**src/anger_event_merge_core_assert.svh**
```systemverilog
// Assertion macros shared by the anger event merge RTL.
`ifndef ANGER_EVENT_MERGE_CORE_ASSERT_SVH
`define ANGER_EVENT_MERGE_CORE_ASSERT_SVH

// Same-cycle implication, checked outside reset.
`define AEM_ASSERT_IMP(lbl, ante, cons) \
    lbl: assert property (@(posedge clk) disable iff (!rst_n) (ante) |-> (cons)) \
        else $error("same-cycle check failed");

// Next-cycle implication, checked outside reset.
`define AEM_ASSERT_NXT(lbl, ante, cons) \
    lbl: assert property (@(posedge clk) disable iff (!rst_n) (ante) |=> (cons)) \
        else $error("next-cycle check failed");

`endif

```
**src/aem_ram.sv**
```systemverilog
// Generic single-port-write, single-port-read RAM with registered read data.
module aem_ram #(
    parameter int WIDTH = 8,
    parameter int DEPTH = 16
) (
    input  logic                     clk,
    input  logic                     we,
    input  logic [$clog2(DEPTH)-1:0] waddr,
    input  logic [WIDTH-1:0]         wdata,
    input  logic                     re,
    input  logic [$clog2(DEPTH)-1:0] raddr,
    output logic [WIDTH-1:0]         rdata
);

    logic [WIDTH-1:0] mem [DEPTH];
    logic [WIDTH-1:0] rdata_reg;

    always_ff @(posedge clk)
    begin
        if (we)
        begin
            mem[waddr] <= wdata;
        end
        if (re)
        begin
            rdata_reg <= mem[raddr];
        end
    end

    assign rdata = rdata_reg;

endmodule

```
**config.mk**
```make
export PLATFORM = sky130hd
export DESIGN_NAME = aem_ram
export DESIGN_NICKNAME = d
export VERILOG_FILES = /design/src/anger_event_merge_core_assert.svh /design/src/aem_ram.sv
export SDC_FILE = /design/constraint.sdc
export NUM_CORES = 1
export LEC_CHECK = 0
export ABC_AREA = 1
export BUFFER_PORTS_ARGS = -buffer_cell sky130_fd_sc_hd__buf_2
export CAP_MARGIN = 10
export CORE_MARGIN = 2
export CORE_UTILIZATION = 65
export DETAILED_ROUTE_END_ITERATION = 8
export PLACE_DENSITY = 0.94
export SETUP_SLACK_MARGIN = 0.5
export SYNTH_ARGS = -nofsm -noshare
export SYNTH_HDL_FRONTEND = slang
export SYNTH_SLANG_ARGS = --single-unit
```
**constraint.sdc**
```tcl
create_clock -name clk -period 2.8 [get_ports clk]
set_clock_uncertainty 0.15 [all_clocks]
set_input_delay 0.42 -clock clk [delete_from_list [all_inputs] [get_ports clk]]
set_output_delay 0.42 -clock clk [all_outputs]
set_load 0.02 [all_outputs]
```
# After elaboration in Yosys (flattened, before gate mapping)
# Memories as Yosys holds them, arrays and structs flattened. A register that Yosys moved wholly into a read port is not among the register bits.
# Cells that the tools add are included.
[classes]
n_mux = 2
[ops]
columns = ["op", "count"]
rows = [
  ["$mux W1", 2],
]
[word_totals]
ff_bits = 0
ramBits = 128
in_bits = 19
out_inout_bits = 8
wordCells = 3
memories = 1
[memory_table]
columns = ["name", "depth", "width", "read_ports", "rd_clocked_by_memory_dff", "write_ports", "line_no", "rtl"]
rows = [
  ["mem", 16, 8, 1, 1, 1, "aem_ram.sv:15", "logic [WIDTH-1:0] mem [DEPTH];"],
]

# Logic depth before layout (Yosys ltp)
[depth]
depth_word = 2
depth_mapped = 8
ltp_nobuf = 7

# Worst setup path before layout
# OpenSTA, ideal clock, no wires.
[synth_timing]
path_kind = "input to register"
startpoint = "in waddr[2]"
endpoint = "mem mem[10][0] (enable)"
setup_time_ns = 0.370
t_arrival_ns = 1.001
t_required_ns = 2.280
setup_slack_ns = 1.279
cell_stages = 2
path_buffers = 0
cell_sequence = "nand3b_1 nor2_1"
[synth_rtl]
columns = ["item", "line_no", "rtl"]
rows = [
  ["from (decl)", "aem_ram.sv:8", "input logic [$clog2(DEPTH)-1:0] waddr,"],
  ["to (decl)", "aem_ram.sv:15", ""],
]
# Straight into the memory's write port.

==> metrics <==
Hold Startpoint=re; Initial Util=67.04%; outcome=completed; initial antenna violation count=0; vias per cell=5.832; worst-skew pair later-pin latency=0.53 ns; hold_ws=0.1114 ns; final critical-path share of the clock period=67.76%; maximum vdd drop=0.4704 mV; PostCTS Resize Cnt=0; max incr delay on CP=0.52 ns; final worst path period need=1.897 ns; wirelength, routed=13650 um; clock root cell=clkbuf_8; H-tree Lvls=4; total clock sinks=136; Worst R2R Start=mem[1][5]; postcts setup bufs=0; Design Area, Final=6549 um2; Critical Path Start Type=primary input; CP top delay family=buffers and inverters; CTS tree=yes; count of final setup violators=0; Post-Syn Area=5847 um2; Worst EP arrival=2.03 ns; Synth Instances=551; detailed placer's ending HPWL=8022 um; ant diodes=0; sequential area share after synthesis=69.85%; RSZ-0062 raised after global routing=no; share of layout cells above drive strength 1=10.37%; Worst Hold End=rdata[7]; sw frac=23.07%; syn nets=570; combinational fraction of design power=6.0%; Setup Crit Path Kind=primary input to flip-flop; largest net degree at the start of global routing=65; Layout area overhead=12.01%; setup_tns=0 ns; Setup crit end kind=flip-flop; first-pass GRT wire length=21030 um; sequential power share=48.8%; CP max stage cell=buf_2; placed cell area=5981 um2; worst-path cell chain=buf_2 > inv_2 > nand3_1 > nand3_1 > nand3_1 > nand2_1; Rel. slew slack=43.92%; GRT overflow=0; CTS buffer count=17; Slew Viols, Final=0; post-route ant nets=0; flops & latches, synth=136; synth warn=0; clock tree buffer depth=2; Pwr Density=722.7 nW/um2; Post-CTS Hold Fix Bufs=0; Worst Hold Class=primary input to flip-flop; clock slew at reported path FFs=0.07 ns; Worst Tran Pin Value=0.8381 ns; routability cong.=0.9166; drt wl/cell=19.62 um; max-cap violations=0; Netlist cell types=11; P_int=3641 uW; Fill cells=508; Worst R2R Path Depth=6; Synth Area per Inst=10.61 um2; Crit path required time=2.93 ns; # port buffers=26; drt drc=0; core box area=8721 um2; RR Endpoint=rdata[5]; max FFs per register=128; worst path bufs/invs=2; worst reg-to-reg setup slack=1.40 ns; clock power share=45.2%; initial DRC count=695; FP Rows=34; # nets final=594; Top cell by count, worst path=nand3_1; switching power=1092 uW; fmax=527.0 MHz; full die area=9769 um2; Leak=0.002811 uW; Die Ht=98.84 um; vias in the first global route=3998; final count of hold timing violations=0; All-Layer GR Usage=29.52%; DRT Pass-1 Iters=5; Boundary Pins=27; via count=4059; chip width=98.84 um; Hold Path Cell Cnt=1; CP max FO=33
[worst max path at each step]
stage                     startpoint         end  slack (ns)  cells past startpoint
final                       raddr[1]    rdata[7]        0.90                      6
after global routing        raddr[1]    rdata[7]        0.85                      6
after CTS                   raddr[1]    rdata[7]        0.98                      6
after detailed placement    raddr[0]    rdata[7]        0.45                      7
after global placement      raddr[1]    rdata[7]        0.49                      6
after floorplan             waddr[2]  mem[10][0]        1.28                      2
[worst reg2reg max path, delay by kind of cell, from the launching register on]
| family | cells | cell delay, ns |
|---|---|---|
| and+or+nand+nor | 5 | 0.52 |
| buffers and inverters | 1 | 0.09 |
| DFF | 1 | 0.39 |
[layout by cell type (no fill, tap or decap), drive strengths merged]
cell        n
clkbuf     19
clkinv      3
nand3      97
bufinv      2
inv       105
nor2       17
nand3b      2
nand2     173
clkinvlp    5
buf        29
edfxtp    136
[final cells by class]
cell class | count | area, um2 | area share, %
Inverter | 102 | 382.9 | 5.846
Clock inverter | 13 | 146.4 | 2.235
Clock buffer | 19 | 421.7 | 6.439
Timing Repair Buffer | 29 | 165.2 | 2.522
Tap cell | 108 | 135.1 | 2.063
Sequential cell | 136 | 4084 | 62.36
Multi-Input combinational cell | 289 | 1214 | 18.53
[Yosys cell counts (all sizes together)]
cell type	n	area (um2)
buf	24	166.4
nand2	173	649.4
nand3	97	485.5
inv	102	382.9
nand3b	2	15.01
nor2	17	63.81
edfxtp	136	4084
[kinds of logic (layout without fill, tap and decap cells)]
kind of cell  after synthesis  after routing  synth area share (%)
buf+inv                   126            163                 9.394
simple gates              289            289                 20.76
flops                     136            136                 69.85
[per-stage QoR]
stage / cells / utilization [%] / total power, uW / setup slack, ns
final: 696 / 75.09 / 4733 / 0.9026
after CTS: 696 / 75.09 / 4728 / 0.9816
after global routing: 696 / 75.09 / 4841 / 0.8511
after floorplan: 551 / - / 2520 / 1.279
after global placement: 664 / 68.58 / 2606 / 0.4903
after detailed placement: 664 / 68.58 / 2623 / 0.4472
[per-layer routing]
layer | global-route usage [%] | up-vias | share of wire [%]
met5 | 0 | - | 0
met1 | 37.74 | 1852 | 36
met2 | 47.30 | 312 | 50
met3 | 7.660 | 63 | 10
li1 | - | 1832 | -
met4 | 14.65 | 0 | 3.8
[power by group through the flow]
| stage | combinational, uW | sequential (uW) | clock (uW) |
|---|---|---|---|
| 3_3_place_gp | 257 | 2350 | 0 |
| 3_5_place_dp | 273 | 2350 | 0 |
| 2_1_floorplan | 161 | 2360 | 0 |
| 5_1_grt | 307 | 2310 | 2220 |
| 4_1_cts | 278 | 2310 | 2140 |
| 6_report | 283 | 2310 | 2140 |
Note: power is estimated with default switching activity, not from simulation.
