[src/anger_event_merge_core_assert.svh]
// Assertion macros shared by the anger event merge RTL.
`ifndef ANGER_EVENT_MERGE_CORE_ASSERT_SVH
`define ANGER_EVENT_MERGE_CORE_ASSERT_SVH

// Same-cycle implication, checked outside reset.
`define AEM_ASSERT_IMP(lbl, ante, cons) \
    lbl: assert property (@(posedge clk) disable iff (!rst_n) (ante) |-> (cons)) \
        else $error("same-cycle check failed");

// Next-cycle implication, checked outside reset.
`define AEM_ASSERT_NXT(lbl, ante, cons) \
    lbl: assert property (@(posedge clk) disable iff (!rst_n) (ante) |=> (cons)) \
        else $error("next-cycle check failed");

`endif

[src/aem_pkg.sv]
// Types, constants and codes of the anger event merge block.
package aem_pkg;

    localparam int NUM_DET     = 1024;
    localparam int COORD_BITS  = 6;
    localparam int ENERGY_BITS = 24;

    localparam int ID_W      = 10;
    localparam int ADDR_W    = $clog2(NUM_DET);
    localparam int SIZE_W    = 7;
    localparam int CNT_W     = 11;
    localparam int MODE_W    = 2;
    localparam int ESUM_W    = ENERGY_BITS + 1;
    localparam int PROD_W    = ENERGY_BITS + COORD_BITS;
    localparam int DIV_W     = PROD_W + 3;
    localparam int DEN_W     = ENERGY_BITS + 2;
    localparam int T1_W      = ID_W + SIZE_W;
    localparam int T2_W      = T1_W + SIZE_W;
    localparam int POS_W     = T2_W + SIZE_W;
    localparam int CFG_IDX_W = 3;
    localparam int CFG_DATA_W = 11;

    localparam logic [MODE_W-1:0] MODE_FIRST = 2'd0;
    localparam logic [MODE_W-1:0] MODE_MAX   = 2'd1;
    localparam logic [MODE_W-1:0] MODE_ANGER = 2'd2;

    localparam logic [CFG_IDX_W-1:0] CFG_MERGE_MODE = 3'd0;
    localparam logic [CFG_IDX_W-1:0] CFG_SIZE_X     = 3'd1;
    localparam logic [CFG_IDX_W-1:0] CFG_SIZE_Y     = 3'd2;
    localparam logic [CFG_IDX_W-1:0] CFG_SIZE_Z     = 3'd3;
    localparam logic [CFG_IDX_W-1:0] CFG_DET_COUNT  = 3'd4;

    typedef enum logic [1:0] {
        ST_OK       = 2'd0,
        ST_RANGE    = 2'd1,
        ST_DUP      = 2'd2,
        ST_UNMAPPED = 2'd3
    } status_t;

    typedef struct packed {
        logic                   cmd;
        logic [ID_W-1:0]        det_a;
        logic [23:0]            energy_a;
        logic [ID_W-1:0]        det_b;
        logic [23:0]            energy_b;
        logic [ID_W-1:0]        map_block;
        logic [5:0]             map_x;
        logic [5:0]             map_y;
        logic [5:0]             map_z;
    } in_word_t;

    typedef struct packed {
        status_t                status;
        logic                   keep_first;
        logic [ID_W-1:0]        merged_det;
        logic [ESUM_W-1:0]      merged_energy;
    } out_word_t;

    typedef struct packed {
        logic [ID_W-1:0]        blk;
        logic [COORD_BITS-1:0]  x;
        logic [COORD_BITS-1:0]  y;
        logic [COORD_BITS-1:0]  z;
    } map_entry_t;

    typedef struct packed {
        logic                   valid;
        logic [ID_W-1:0]        id;
    } rev_entry_t;

    // Item context that rides alongside the arithmetic.
    typedef struct packed {
        logic                   is_load;
        logic                   anger;
        logic                   id_ok;
        logic                   s_zero;
        logic                   keep;
        logic [ID_W-1:0]        det_a;
        logic [ID_W-1:0]        det_b;
        logic [ESUM_W-1:0]      esum;
        map_entry_t             pos;
    } side_t;

endpackage

[src/aem_cdiv.sv]
// Pipelined restoring divider, three lanes sharing one divisor, one quotient bit per stage.
module aem_cdiv #(
    parameter int SIDE_W = 8
) (
    input  logic                                      clk,
    input  logic                                      rst_n,
    input  logic                                      en,
    input  logic                                      in_valid,
    input  logic [2:0][aem_pkg::DIV_W-1:0]            num,
    input  logic [aem_pkg::DEN_W-1:0]                 den,
    input  logic [SIDE_W-1:0]                         side_in,
    output logic                                      out_valid,
    output logic [2:0][aem_pkg::COORD_BITS-1:0]       quo,
    output logic [SIDE_W-1:0]                         side_out
);

    import aem_pkg::*;

    localparam int STAGES = COORD_BITS;

    logic [STAGES-1:0]                 vld_reg;
    logic [2:0][DIV_W-1:0]             rem_reg  [STAGES-1];
    logic [2:0][COORD_BITS-1:0]        q_reg    [STAGES];
    logic [DEN_W-1:0]                  den_reg  [STAGES];
    logic [SIDE_W-1:0]                 side_reg [STAGES];

    for (genvar g = 0; g < STAGES; g++)
    begin : g_stage
        logic                          vld_prev;
        logic [2:0][DIV_W-1:0]         rem_prev;
        logic [2:0][COORD_BITS-1:0]    q_prev;
        logic [DEN_W-1:0]              den_prev;
        logic [SIDE_W-1:0]             side_prev;
        logic [DIV_W-1:0]              dsh;
        logic [2:0][DIV_W-1:0]         rem_next;
        logic [2:0][COORD_BITS-1:0]    q_next;

        if (g == 0)
        begin : g_first
            assign vld_prev  = in_valid;
            assign rem_prev  = num;
            assign q_prev    = '0;
            assign den_prev  = den;
            assign side_prev = side_in;
        end
        else
        begin : g_rest
            assign vld_prev  = vld_reg[g-1];
            assign rem_prev  = rem_reg[g-1];
            assign q_prev    = q_reg[g-1];
            assign den_prev  = den_reg[g-1];
            assign side_prev = side_reg[g-1];
        end

        // This stage decides quotient bit STAGES-1-g.
        assign dsh = DIV_W'(den_prev) << (STAGES - 1 - g);

        always_comb
        begin
            for (int l = 0; l < 3; l++)
            begin
                q_next[l] = q_prev[l];
                if (rem_prev[l] >= dsh)
                begin
                    rem_next[l] = rem_prev[l] - dsh;
                    q_next[l][STAGES-1-g] = 1'b1;
                end
                else
                begin
                    rem_next[l] = rem_prev[l];
                end
            end
        end

        always_ff @(posedge clk or negedge rst_n)
        begin
            if (!rst_n)
            begin
                vld_reg[g] <= 1'b0;
            end
            else if (en)
            begin
                vld_reg[g] <= vld_prev;
            end
        end

        always_ff @(posedge clk)
        begin
            if (en)
            begin
                q_reg[g]    <= q_next;
                den_reg[g]  <= den_prev;
                side_reg[g] <= side_prev;
            end
        end

        if (g < STAGES - 1)
        begin : g_rem
            always_ff @(posedge clk)
            begin
                if (en)
                begin
                    rem_reg[g] <= rem_next;
                end
            end
        end
    end

    assign out_valid = vld_reg[STAGES-1];
    assign quo       = q_reg[STAGES-1];
    assign side_out  = side_reg[STAGES-1];

endmodule

[config.mk]
export PLATFORM = sky130hd
export DESIGN_NAME = aem_cdiv
export DESIGN_NICKNAME = d
export VERILOG_FILES = /design/src/anger_event_merge_core_assert.svh /design/src/aem_pkg.sv /design/src/aem_cdiv.sv
export SDC_FILE = /design/constraint.sdc
export NUM_CORES = 2
export LEC_CHECK = 0
export BUFFER_PORTS_ARGS = -buffer_cell sky130_fd_sc_hd__buf_2
export CAP_MARGIN = 20
export CORE_MARGIN = 4
export CORE_UTILIZATION = 45
export CTS_BUF_LIST = sky130_fd_sc_hd__clkbuf_8
export CTS_CLUSTER_DIAMETER = 60
export DETAILED_ROUTE_END_ITERATION = 8
export PLACE_DENSITY = 0.58
export SLEW_MARGIN = 20
export SYNTH_ARGS = -nofsm -noshare
export SYNTH_HDL_FRONTEND = slang
export SYNTH_SLANG_ARGS = --single-unit
[constraint.sdc]
create_clock -name clk -period 4 [get_ports clk]
set_clock_uncertainty 0.05 [all_clocks]
set_input_delay 0.8 -clock clk [delete_from_list [all_inputs] [get_ports clk]]
set_output_delay 0.8 -clock clk [all_outputs]
set_load 0.05 [all_outputs]
# --- Yosys cells after proc, flatten, opt, wreduce, memory -nomap -nowiden ---
# Memory sizes are Yosys's and may differ from the RTL's.
# Cells that the tools add are included.
classes:
  add_sub_neg: 15
  order_cmp: 18
  n_mux: 35
ops:
  columns: ["cell", "n"]
  rows:
  - ["33-bit two-way mux", 15]
  - ["33-bit by 26-bit greater-or-equal comparator with 1-bit output", 3]
  - ["33-bit by 27-bit greater-or-equal comparator with 1-bit output", 3]
  - ["33-bit by 28-bit greater-or-equal comparator with 1-bit output", 3]
  - ["33-bit by 29-bit greater-or-equal comparator with 1-bit output", 3]
  - ["33-bit by 30-bit greater-or-equal comparator with 1-bit output", 3]
  - ["33-bit by 31-bit greater-or-equal comparator with 1-bit output", 3]
  - ["33-bit by 27-bit subtractor with 33-bit output", 3]
  - ["33-bit by 28-bit subtractor with 33-bit output", 3]
  - ["33-bit by 29-bit subtractor with 33-bit output", 3]
  - ["33-bit by 30-bit subtractor with 33-bit output", 3]
  - ["33-bit by 31-bit subtractor with 33-bit output", 3]
  - ["1-bit two-way mux", 20]
word_totals:
  ff_bits: 6
  ramBits: 807
  input_bits: 137
  word_cells: 78
  memories: 4
mem_list:
  columns: ["memory", "words", "width", "rd", "rd_clocked_by_memory_dff", "wr", "line_no", "text"]
  rows:
  - ["rem_reg", 5, 99, 5, 0, 5, "aem_cdiv.sv:22", "logic [2:0][DIV_W-1:0] rem_reg [STAGES-1];"]
  - ["den_reg", 6, 26, 5, 0, 6, "aem_cdiv.sv:24", "logic [DEN_W-1:0] den_reg [STAGES];"]
  - ["q_reg", 6, 18, 6, 0, 6, "aem_cdiv.sv:23", "logic [2:0][COORD_BITS-1:0] q_reg [STAGES];"]
  - ["side_reg", 6, 8, 6, 0, 6, "aem_cdiv.sv:25", "logic [SIDE_W-1:0] side_reg [STAGES];"]

# --- Logic depth before layout (Yosys ltp) ---
# An unclocked memory read counts as a cell.
depth:
  ltp_word: 3
  depth_mapped: 16

# --- Worst setup path after synthesis ---
# Ideal clock, no wire load.
synth_path:
  path_type: "input port to flip-flop"
  from: "input port num[38] (netlist name)"
  to: "memory rem_reg[0][48] (netlist name), data pin"
  t_arrival_ns: 3.419
  path_slack_ns: 0.271
  cell_stages: 15
  path_buffers: 2
  path_cell_list: "inv_1 ha_1 inv_1 fa_1 a21oi_1 o21ai_1 a31oi_1 a21boi_1 o2111a_1 nor3_1 o21bai_1 a21bo_2 buf_2 buf_2 mux2_2"
synth_lines:
  columns: ["item", "line_no", "text"]
  rows:
  - ["start, declared", "aem_cdiv.sv:9", "input logic [2:0][aem_pkg::DIV_W-1:0] num,"]
  - ["end, declared", "aem_cdiv.sv:22", null]

==> results.txt <==
WL met1 - 65.6 mm
die width - 340 um
clock network fraction of design power - 20.0%
crit path max fanout - 23
DRC - 0
first-pass GRT wire length - 228 mm
die area - 115,000 um^2
fmax - 258 MHz
total I/O pin count - 164
CP endpoint kind - register
Setup CP Type - register to register
pwr dens - 645 nW/um^2
fin area - 56,900 um^2
combinational power share - 44.6%
final hold viol count - 0
mapped cell area - 49,500 um^2
clk root buf - clkbuf_8
total number of vias - 38,700
Final Util - 52.2%
hpwl dp - 126 mm
path depth of the worst reg2reg path - 11
CP bufs+invs - 2
Die Y - 340 um
Leakage - 23.6 nW
largest net degree at the start of global routing - 108
worst hold start - den[10]
Seq/Total Area, Yosys - 45.0%
max FFs per register - 495
cts bufs inserted - 138
critical path launch point - den_reg[2][14]
Switching Share - 38.7%
Netlist cell types - 89
first-pass iteration count of the detailed router - 6
total gr overflow - 0
Setup crit start kind - register
Top Layer Used - met4
asr flop ratio synth - 0.809%
vias in the first global route - 38,500
setup_tns - 0 ns
R2R Setup Slk - 0.13 ns
cell internal pwr - 22.5 mW
initial antenna violation count - 7
final setup violation count - 0
WHS Endpoint - den_reg[0][10]
Avg Inst Size Synth - 10.2 um^2
top_reg_cell synth - edfxtp_1
post-route ant nets - 0
Largest stage delay, worst path - 0.55 ns
Hold Crit Class - input pin to register
H-tree depth - 4
clock slew at reported path FFs - 0.07 ns
input/output buffers - 163
Reg-to-Reg Start - den_reg[2][14]
status - complete, no violations
clock buffer depth - 3
routability congestion estimate - 0.980
WHS - 0.103 ns
slowest stage cell on the critical path - o41a_1
Syn Inst Count - 4,837
initial drt markers - 3,139
max_cap viols - 0
Synth-to-Final Area Change - 14.9%
post-place instance area - 54,000 um^2
worst path cell trace - inv_1 > ha_1 > nand4_1 > or4_1 > o41a_1 > a2111oi_2 > a21oi_4 > buf_12 > a211oi_2 > nand2_1 > xnor2_1
Power, Total - 36.7 mW
CP top delay family - compound AO/OA/AOI/OAI gates
Initial Util - 45.4%
Max IR drop VDD - 0.000246 V
crit path DAT - 4.37 ns
Met2 Wirelength - 71.9 mm
WL/cell - 22.4 um
post-synthesis net count - 5,457
Psw - 14.2 mW
ratio of cells with drive above 1 in the final layout - 14.5%
Least-Margin Pin Slew - 0.895 ns
WP data required - 4.49 ns
CTS tree - yes
synth warn - 0
Slew Limit Fails - 0
core region area - 109,000 um^2
RSZ-0062 raised after global routing - true
WL met3 - 6.09 mm
period utilization - 96.9%
worst hold stages - 1
minimum clock period - 3.87 ns
Final nets - 5,925
slew margin rel. - 39.7%
r2r endpoint - rem_reg[0][393]
synthesized flop and latch total - 742
All-Layer GR Usage - 26.0%
final WL - 153 mm
drt via density - 5.67
Reg power frac - 35.4%
TritonCTS Sinks - 742
worst skew pair latency - 0.84 ns
row count - 121
EDFF count, synth - 736
fillcell total - 9,960
## layer usage
layer	global-route usage (%)	vias up
met1	32.5	18300
met3	3.08	324
met2	43.9	1157
li1	-	19000
met5	0	-
met4	14.4	0
## cell usage in the layout, fill, tap and decap left out, types with 12 or more instances in the layout
master,n
a2111oi_0,12
a211oi_1,23
a21o_1,211
a21oi_1,502
a31oi_1,32
and2_1,18
and3_1,33
buf_12,21
buf_2,162
buf_4,267
clkbuf_8,138
clkinv_1,27
edfxtp_1,736
fa_1,15
ha_1,467
inv_1,331
mux2_2,91
nand2_1,373
nand2b_1,57
nand3_1,90
nand4_1,63
nor2_1,364
nor2b_1,59
nor3_1,81
nor4_1,39
o211ai_1,30
o21a_1,42
o21ai_0,327
o21bai_1,55
o221ai_1,12
o31a_1,13
o31ai_1,23
or3_1,19
xnor2_1,229
xor2_1,157
## synth_stat cells (25+ instances only)
library cell	instances	area (um^2)
edfxtp_1	736	22100
a21oi_1	502	2510
ha_1	468	5860
nand2_1	374	1400
nor2_1	365	1370
o21ai_0	327	1640
inv_1	297	1110
xnor2_1	229	2010
a21o_1	212	1590
xor2_1	157	1380
mux2_2	91	1020
nand3_1	90	450
clkbuf_1	88	330
nor3_1	81	405
nand4_1	63	394
nor2b_1	59	369
nand2b_1	57	357
o21bai_1	55	413
o21a_1	43	323
nor4_1	39	244
a31oi_1	34	213
and3_1	33	206
buf_2	32	160
o211ai_1	30	225
a211oi_1	25	188
## stage by stage
stage          setup WS (ns)  cells
3_3_place_gp          -0.196   6577
3_5_place_dp          -0.239   6577
6_report               0.126   6831
5_1_grt              -0.0130   6830
4_1_cts               0.0919   6823
2_1_floorplan          0.271   4837
## area by class of cell
| class | count | area (um^2) | share of cell area [%] |
|---|---|---|---|
| repair buffers | 453 | 3270 | 5.76 |
| clock buffers | 138 | 1900 | 3.34 |
| multi-input cells | 3671 | 25700 | 45.2 |
| inverters | 299 | 1120 | 1.97 |
| diodes | 7 | 17.5 | 0.0308 |
| flip-flops and latches | 742 | 22300 | 39.1 |
| well taps | 1414 | 1770 | 3.11 |
| clock inverters | 107 | 851 | 1.50 |
## worst reg2reg max path: stages, from the launching register on
cell and delay, ns:
edfxtp_1 0.41, inv_1 0.11, ha_1 0.43, nand4_1 0.18
or4_1 0.50, o41a_1 0.55, a2111oi_2 0.52, a21oi_4 0.11
buf_12 0.17, a211oi_2 0.30, nand2_1 0.11, xnor2_1 0.14
## what timing repair did
item,in CTS,in global routing
hold buffers,1,0
endpoints found under the setup margin,0,26
endpoints found under the hold margin,6,0
gates resized for setup,0,9
setup buffers,0,1
## worst max-delay path by stage
stage,to,slack [ns],cells after the start
floorplan,rem_reg[0][48],0.27,15
global placement,rem_reg[0][72],-0.20,16
detailed placement,rem_reg[0][72],-0.24,16
CTS,rem_reg[0][296],0.09,16
global route,rem_reg[0][196],-0.01,13
finish,rem_reg[0][393],0.13,11
## kinds of logic after synthesis
kind of cell             share of synthesized area (%)
AO/OA/AOI/OAI                                     18.1
AND/OR/NAND/NOR                                   12.1
flip-flops                                        45.0
adder cells (fa/ha/maj)                           12.4
buffers and inverters                             3.34
XOR/XNOR                                          6.83
multiplexers                                      2.21
## power groups by stage
stage               Combinational (mW)  Clock [mW]  Sequential, mW
finish                            16.4        7.33            13.0
global route                      18.0        7.96            13.2
CTS                               16.2        7.58            13.0
detailed placement                16.1           0            13.1
global placement                  16.0           0            13.1
floorplan                         11.2           0            12.3
(Power assumes the default switching activity.)
